File: config.mk
export PLATFORM = sky130hd
export DESIGN_NAME = utf8_to_code_point_decoder_flat
export DESIGN_NICKNAME = d
export VERILOG_FILES = /design/src/u8dec_pkg.sv /design/src/u8dec_if.sv /design/src/utf8_to_code_point_decoder.sv /design/src/u8dec_step.sv /design/src/flat_wrapper.sv
export SDC_FILE = /design/constraint.sdc
export NUM_CORES = 1
export LEC_CHECK = 0
export BUFFER_PORTS_ARGS = -buffer_cell sky130_fd_sc_hd__buf_4
export CAP_MARGIN = 25
export CELL_PAD_IN_SITES_DETAIL_PLACEMENT = 0
export CELL_PAD_IN_SITES_GLOBAL_PLACEMENT = 2
export CORE_ASPECT_RATIO = 1.4
export CORE_MARGIN = 2
export CORE_UTILIZATION = 25
export DETAILED_ROUTE_END_ITERATION = 12
export PLACE_DENSITY_LB_ADDON = 0.25
export SLEW_MARGIN = 15
export SYNTH_ARGS = -nofsm -noshare
export SYNTH_HDL_FRONTEND = slang
export SYNTH_SLANG_ARGS = --single-unit
export TNS_END_PERCENT = 30
File: constraint.sdc
create_clock -name clk -period 3.9 [get_ports clk]
set_input_delay 0.585 -clock clk [delete_from_list [all_inputs] [get_ports clk]]
set_output_delay 0.585 -clock clk [all_outputs]
set_load 0.005 [all_outputs]
File: src/u8dec_pkg.sv
// ----------------------------------------------------------------------------
// u8dec_pkg
// Shared types and constants for the UTF-8 to code point decoder.
// ----------------------------------------------------------------------------
package u8dec_pkg;

	localparam int unsigned ByteW    = 8;
	localparam int unsigned CpW      = 21;
	localparam int unsigned PartialW = 15;
	localparam int unsigned PendW    = 2;
	localparam int unsigned ChunkW   = 6;

	// continuation byte count still expected
	localparam logic [PendW-1:0] PEND_NONE  = 2'd0;
	localparam logic [PendW-1:0] PEND_ONE   = 2'd1;
	localparam logic [PendW-1:0] PEND_TWO   = 2'd2;
	localparam logic [PendW-1:0] PEND_THREE = 2'd3;

	// byte class tags (top bits of the byte)
	localparam logic [1:0] CONT_TAG  = 2'b10;
	localparam logic [2:0] LEAD2_TAG = 3'b110;
	localparam logic [3:0] LEAD3_TAG = 4'b1110;
	localparam logic [4:0] LEAD4_TAG = 5'b11110;

	typedef struct packed {
		logic [PendW-1:0]    pend;
		logic [PartialW-1:0] partial;
	} dec_state_t;

	typedef struct packed {
		logic           emit;
		logic [CpW-1:0] code_point;
	} dec_result_t;

endpackage

File: src/u8dec_if.sv
// ----------------------------------------------------------------------------
// u8dec_byte_if / u8dec_cp_if
// Valid/ready channels for raw text bytes and decoded code points.
// ----------------------------------------------------------------------------
interface u8dec_byte_if
	import u8dec_pkg::*;
	();
	logic             valid;
	logic             ready;
	logic [ByteW-1:0] in_byte;

	modport source (output valid, output in_byte, input ready);
	modport sink   (input valid, input in_byte, output ready);
endinterface

interface u8dec_cp_if
	import u8dec_pkg::*;
	();
	logic           valid;
	logic           ready;
	logic [CpW-1:0] code_point;

	modport source (output valid, output code_point, input ready);
	modport sink   (input valid, input code_point, output ready);
endinterface

File: src/utf8_to_code_point_decoder.sv
// ----------------------------------------------------------------------------
// utf8_to_code_point_decoder
// Decodes a UTF-8 byte stream into code points, one byte per clock unless stalled.
// ----------------------------------------------------------------------------
//  channel  dir  payload            request
//  utf8     in   in_byte[7:0]       one text byte, zero ends a string
//  points   out  code_point[20:0]   one decoded character
//
//  A byte is registered at acceptance in the input register and decoded from
//  there; its code point, if any, goes into the output register.
//  One byte is taken every clock unless points stalls; state_q loops via u8dec_step.
//  A stall on points holds a byte that completes a character in the input
//  register; bytes that give nothing still move on.
//  arst_n clears the sequence state and both valid flags.
// ----------------------------------------------------------------------------
module utf8_to_code_point_decoder
	import u8dec_pkg::*;
(
	input  logic                 clk,
	input  logic                 arst_n,
	u8dec_byte_if.sink           utf8,
	u8dec_cp_if.source           points
);

	logic             valid_s1;
	logic [ByteW-1:0] byte_s1;
	logic             out_valid_q;
	logic [CpW-1:0]   code_point_q;
	dec_state_t       state_q;
	dec_state_t       state_d;
	dec_result_t      res;
	logic             out_free;
	logic             adv;

	u8dec_step u_step (
		.in_byte (byte_s1),
		.cur     (state_q),
		.nxt     (state_d),
		.res     (res)
	);

	assign out_free   = !out_valid_q || points.ready;
	assign adv        = valid_s1 && (!res.emit || out_free);
	assign utf8.ready = !valid_s1 || adv;

	assign points.valid      = out_valid_q;
	assign points.code_point = code_point_q;

	always_ff @(posedge clk or negedge arst_n) begin
		if (!arst_n) begin
			valid_s1 <= 1'b0;
		end else if (utf8.ready) begin
			valid_s1 <= utf8.valid;
		end
	end

	always_ff @(posedge clk) begin
		if (utf8.ready && utf8.valid) begin
			byte_s1 <= utf8.in_byte;
		end
	end

	always_ff @(posedge clk or negedge arst_n) begin
		if (!arst_n) begin
			state_q <= '{pend: PEND_NONE, partial: '0};
		end else if (adv) begin
			state_q <= state_d;
		end
	end

	always_ff @(posedge clk or negedge arst_n) begin
		if (!arst_n) begin
			out_valid_q <= 1'b0;
		end else if (adv && res.emit) begin
			out_valid_q <= 1'b1;
		end else if (points.ready) begin
			out_valid_q <= 1'b0;
		end
	end

	always_ff @(posedge clk) begin
		if (adv && res.emit) begin
			code_point_q <= res.code_point;
		end
	end

	// no open sequence means no gathered bits
	a_idle_clear: assert property (@(posedge clk) disable iff (!arst_n)
		state_q.pend == PEND_NONE |-> state_q.partial == '0)
		else $error("partial bits left with no sequence open");

	// a fresh four-byte lead holds only three payload bits
	a_lead4_width: assert property (@(posedge clk) disable iff (!arst_n)
		state_q.pend == PEND_THREE |-> state_q.partial[PartialW-1:3] == '0)
		else $error("four-byte sequence holds too many bits");

	// a result never overwrites one that is still waiting
	a_no_overwrite: assert property (@(posedge clk) disable iff (!arst_n)
		adv && res.emit |-> out_free)
		else $error("result register overwritten");

	// end of string closes any sequence
	a_nul_drops: assert property (@(posedge clk) disable iff (!arst_n)
		adv && byte_s1 == '0 |=> state_q.pend == PEND_NONE)
		else $error("sequence survives end of string");

endmodule

File: src/u8dec_step.sv
// ----------------------------------------------------------------------------
// u8dec_step
// Next-state and result logic for one byte of UTF-8 text.
// ----------------------------------------------------------------------------
module u8dec_step
	import u8dec_pkg::*;
(
	input  logic [ByteW-1:0] in_byte,
	input  dec_state_t       cur,
	output dec_state_t       nxt,
	output dec_result_t      res
);

	logic [CpW-1:0]      joined;
	logic [PartialW-1:0] shifted;

	assign joined  = {cur.partial, in_byte[ChunkW-1:0]};
	assign shifted = {cur.partial[PartialW-ChunkW-1:0], in_byte[ChunkW-1:0]};

	always_comb begin
		nxt            = '{pend: PEND_NONE, partial: '0};
		res.emit       = 1'b0;
		res.code_point = joined;
		priority if (in_byte == '0) begin
			// end of string drops whatever is open
		end else if (cur.pend != PEND_NONE) begin
			if (in_byte[7:6] != CONT_TAG) begin
				// bad continuation, consumed with the sequence
			end else if (cur.pend == PEND_ONE) begin
				res.emit = 1'b1;
			end else begin
				nxt.pend    = cur.pend - PEND_ONE;
				nxt.partial = shifted;
			end
		end else if (!in_byte[7]) begin
			res.emit       = 1'b1;
			res.code_point = {{(CpW-ByteW){1'b0}}, in_byte};
		end else if (in_byte[7:5] == LEAD2_TAG) begin
			nxt.pend    = PEND_ONE;
			nxt.partial = {{(PartialW-5){1'b0}}, in_byte[4:0]};
		end else if (in_byte[7:4] == LEAD3_TAG) begin
			nxt.pend    = PEND_TWO;
			nxt.partial = {{(PartialW-4){1'b0}}, in_byte[3:0]};
		end else if (in_byte[7:3] == LEAD4_TAG) begin
			nxt.pend    = PEND_THREE;
			nxt.partial = {{(PartialW-3){1'b0}}, in_byte[2:0]};
		end else begin
			// stray continuation or 0xf8..0xff lead
		end
	end

endmodule
File: src/flat_wrapper.sv
// flat-port wrapper written by rule: the top's interface ports become plain ports
module utf8_to_code_point_decoder_flat import u8dec_pkg::*;
  (clk, arst_n, utf8_valid, utf8_in_byte, utf8_ready, points_valid, points_code_point, points_ready);
  u8dec_byte_if utf8_i ();
  u8dec_cp_if points_i ();
  input  logic clk;
  input  logic arst_n;
  input wire logic [$bits(utf8_i.valid)-1:0] utf8_valid;
  input wire logic [$bits(utf8_i.in_byte)-1:0] utf8_in_byte;
  output wire logic [$bits(utf8_i.ready)-1:0] utf8_ready;
  output wire logic [$bits(points_i.valid)-1:0] points_valid;
  output wire logic [$bits(points_i.code_point)-1:0] points_code_point;
  input wire logic [$bits(points_i.ready)-1:0] points_ready;
  assign utf8_i.valid = utf8_valid;
  assign utf8_i.in_byte = utf8_in_byte;
  assign utf8_ready = utf8_i.ready;
  assign points_valid = points_i.valid;
  assign points_code_point = points_i.code_point;
  assign points_i.ready = points_ready;
  utf8_to_code_point_decoder u_core (.clk(clk), .arst_n(arst_n), .utf8(utf8_i), .points(points_i));
endmodule
==> metrics.log <==
[metrics] cell-internal power: 872 uW
[metrics] layout net count: 196
[metrics] register clock-pin slew on the reported worst setup and hold paths: 0.09 ns
[metrics] Final WS setup: 1.29 ns
[metrics] cell at the root of the clock tree: sky130_fd_sc_hd__clkbuf_8
[metrics] Inserted Clock Buffers: 5
[metrics] number of top-level design ports: 35
[metrics] number of hold violations in the final report: 0
[metrics] post-CTS setup buffers: 0
[metrics] period utilization: 66.8%
[metrics] worst relative slew slack: 54.4%
[metrics] Setup-failing EPs final: 0
[metrics] area of the placeable core: 7700 sq um
[metrics] layout cells sized above 1: 31.1%
[metrics] number of violations of the max-capacitance limit: 0
[metrics] worst-skew pair later-pin latency: 0.30 ns
[metrics] cell area after synthesis: 1970 sq um
[metrics] antenna violations before repair: 0
[metrics] switching share of power: 25.0%
[metrics] Detailed Route Iter0 Violations: 37
[metrics] Async S/R FF share, synth: 39.6%
[metrics] most used cells in the layout excluding fill and tap cells: sky130_fd_sc_hd__buf_4 (35), sky130_fd_sc_hd__edfxtp_1 (29), sky130_fd_sc_hd__dfrtp_1 (19), sky130_fd_sc_hd__nor2_1 (15), sky130_fd_sc_hd__inv_1 (13)
[metrics] actual slew at the worst max-slew pin: 0.681 ns
[metrics] HP Class: input pin to async pin
[metrics] category of the worst setup path capture point: output pin
[metrics] Leakage: 1.00 nW
[metrics] largest net degree at the start of global routing: 22
[metrics] final critical delay including setup and external delays: 2.61 ns
[metrics] Net Count, Synth: 157
[metrics] DP Worst Slack: 1.43 ns
[metrics] Post-DRT Antenna Nets: 0
[metrics] total count of max-transition violations in the final report: 0
[metrics] via count of the first global-routing pass: 1216
[metrics] Yosys top cell area share: 44.3%
[metrics] Wirelength per Cell: 12.3 um
[metrics] total of warnings raised by yosys: 0
[metrics] Setup crit start: u_core.state_q[15]
[metrics] Worst Reg2Reg Path Length in Cells: 4
[metrics] maximum vdd ir drop: 0.173 mV
[metrics] DRC Markers: 0
[metrics] fmax: 384 MHz
[metrics] hold bufs inserted after CTS: 0
[metrics] Die Wd: 79.0 um
[metrics] TNS Setup: 0 ns
[metrics] leading cell type in the layout, fill and taps excluded: sky130_fd_sc_hd__buf_4
[metrics] maximum fanout encountered on the critical timing path: 8
[metrics] Layout Utilization: 31.7%
[metrics] startpoint-to-endpoint class of the critical path: flip-flop to output pin
[metrics] number of I/O port buffers: 34
[metrics] vias per cell: 4.01
[metrics] hold slack: 0.150 ns
[metrics] cell type with the highest aggregate area in the netlist: sky130_fd_sc_hd__edfxtp_1
[metrics] clock power share: 30.2%
[metrics] required time of the critical path: 3.31 ns
[metrics] Antenna Cells: 0
[metrics] Yosys cell types: 30
[metrics] crit path DAT: 2.02 ns
[metrics] Setup Skew: 0.00749 ns
[metrics] post-synthesis register bit count: 48
[metrics] most used flip-flop cell after synthesis: sky130_fd_sc_hd__edfxtp_1
[metrics] startpoint type of the worst setup path: flip-flop
[metrics] maximum clock path buffer count: 2
[metrics] count of cells resized by post-cts repair: 0
[metrics] Avg Inst Size Synth: 13.8 sq um
[metrics] fraction of power consumed by combinational cells: 16.6%
[metrics] top area cells in the synthesized netlist: sky130_fd_sc_hd__edfxtp_1 (44%), sky130_fd_sc_hd__dfrtp_1 (24%), sky130_fd_sc_hd__mux2i_1 (5.1%)
[metrics] Die H: 109 um
[metrics] number of detailed-route iterations in the first pass: 3
[metrics] outcome: complete, no violations
[metrics] total global-route track usage: 8.99%
[metrics] power per standard cell area: 477 nW/um^2
[metrics] reg-to-reg critical path startpoint: u_core.byte_s1[5]
[metrics] Detail Placement HPWL: 2.54 mm
[metrics] total length of routed wires: 3.50 mm
[metrics] area growth from synthesis to final layout: 24.0%
[metrics] post-synthesis instance total: 143
[metrics] starting utilization of the core area: 25.5%
[metrics] share of the yosys chip area belonging to registers: 68.4%
[metrics] Filler Cell Count: 786
[metrics] Placer Congestion: 0.733
[metrics] switching pwr: 291 uW
[metrics] count of flip-flops with a built-in enable after synthesis: 29
[metrics] first-pass GRT wire length: 5.91 mm
[metrics] die area: 8600 sq um
[metrics] vias: 1135
[metrics] sequential share of power: 53.2%
[metrics] setup repair after global routing missed its margin: no
[metrics] clock tree from TritonCTS: yes
[metrics] clock sink count: 48
[metrics] total overflow reported by the global router: 0
[metrics] Core Rows: 38
[metrics] H-tree level count: 2
[layout make-up]
cell class              count  area (sq um)  share of cell area [%]
repair buffers             36           268                    11.0
well taps                 100           125                    5.13
flip-flops and latches     48          1350                    55.2
multi-input cells          78           543                    22.3
clock buffers               6          72.6                    2.98
inverters                  13          48.8                    2.00
clock inverters             2          35.0                    1.44
[logic make-up after synthesis]
family                   after synthesis  synth area share [%]
AND/OR/NAND/NOR                       47                  12.6
adder cells (fa/ha/maj)                2                  1.27
flip-flops                            48                  68.4
buffers and inverters                 17                  4.07
multiplexers                          17                  9.10
AO/OA/AOI/OAI                         12                  4.52
[metrics by stage]
| stage | power (mW) | cells | cell area (sq um) |
|---|---|---|---|
| after floorplan | 0.743 | 143 | 1970 |
| after global placement | 0.827 | 274 | 2330 |
| after detailed placement | 0.829 | 275 | 2330 |
| after CTS | 1.18 | 283 | 2440 |
| after global routing | 1.23 | 283 | 2440 |
| final | 1.16 | 283 | 2440 |
[power groups by stage]
stage,Clock [mW],Sequential (mW),Combinational (mW)
floorplan,0,0.629,0.114
global placement,0,0.629,0.197
detailed placement,0,0.631,0.199
CTS,0.364,0.620,0.199
global route,0.384,0.626,0.217
finish,0.351,0.619,0.193
[registers in the layout, indices dropped and copies added (netlist names)]
register	flops
u_core.byte_s1	8
u_core.points.code_point	21
u_core.points.valid	1
u_core.state_q	17
u_core.valid_s1	1
[critical path: stages, from the launching register on]
cell                       delay [ns]
sky130_fd_sc_hd__dfrtp_1         0.41
sky130_fd_sc_hd__inv_1           0.07
sky130_fd_sc_hd__ha_1            0.27
sky130_fd_sc_hd__nor2b_1         0.33
sky130_fd_sc_hd__o221ai_1        0.26
sky130_fd_sc_hd__nor2_1          0.21
sky130_fd_sc_hd__inv_1           0.06
sky130_fd_sc_hd__buf_4           0.13
[cells in the mapped netlist, types with 2 or more instances]
cell,n
sky130_fd_sc_hd__edfxtp_1,29
sky130_fd_sc_hd__dfrtp_1,19
sky130_fd_sc_hd__nor2b_1,9
sky130_fd_sc_hd__buf_6,2
sky130_fd_sc_hd__inv_1,13
sky130_fd_sc_hd__nor2_1,15
sky130_fd_sc_hd__or4_4,2
sky130_fd_sc_hd__nand2_1,11
sky130_fd_sc_hd__a21oi_1,2
sky130_fd_sc_hd__mux2i_1,10
sky130_fd_sc_hd__mux2_2,7
sky130_fd_sc_hd__nand3_1,2
sky130_fd_sc_hd__o21ai_0,4
sky130_fd_sc_hd__ha_1,2
[final timing paths]
kind | endpoint | slack [ns]
max | utf8_ready | 1.29
min | u_core.state_q[7] | 0.15
max reg2reg | u_core.byte_s1[2] | 1.46
min reg2reg | u_core.state_q[10] | 0.50
max in group asynchronous | u_core.state_q[15] | 3.53
min in group clk | u_core.byte_s1[4] | 0.46
[metal layers]
metal / part of all wire, % / vias up / global-route usage, % / routed length, um
met2: 51 / 30 / 15.5 / 1770
met4: 2.7 / 0 / 4.43 / 94
met5: 0 / - / 0 / 0
met3: 4.3 / 9 / 2.32 / 152
li1: - / 570 / - / -
met1: 42 / 526 / 10.3 / 1480
Note: power is estimated with default switching activity, not from simulation.
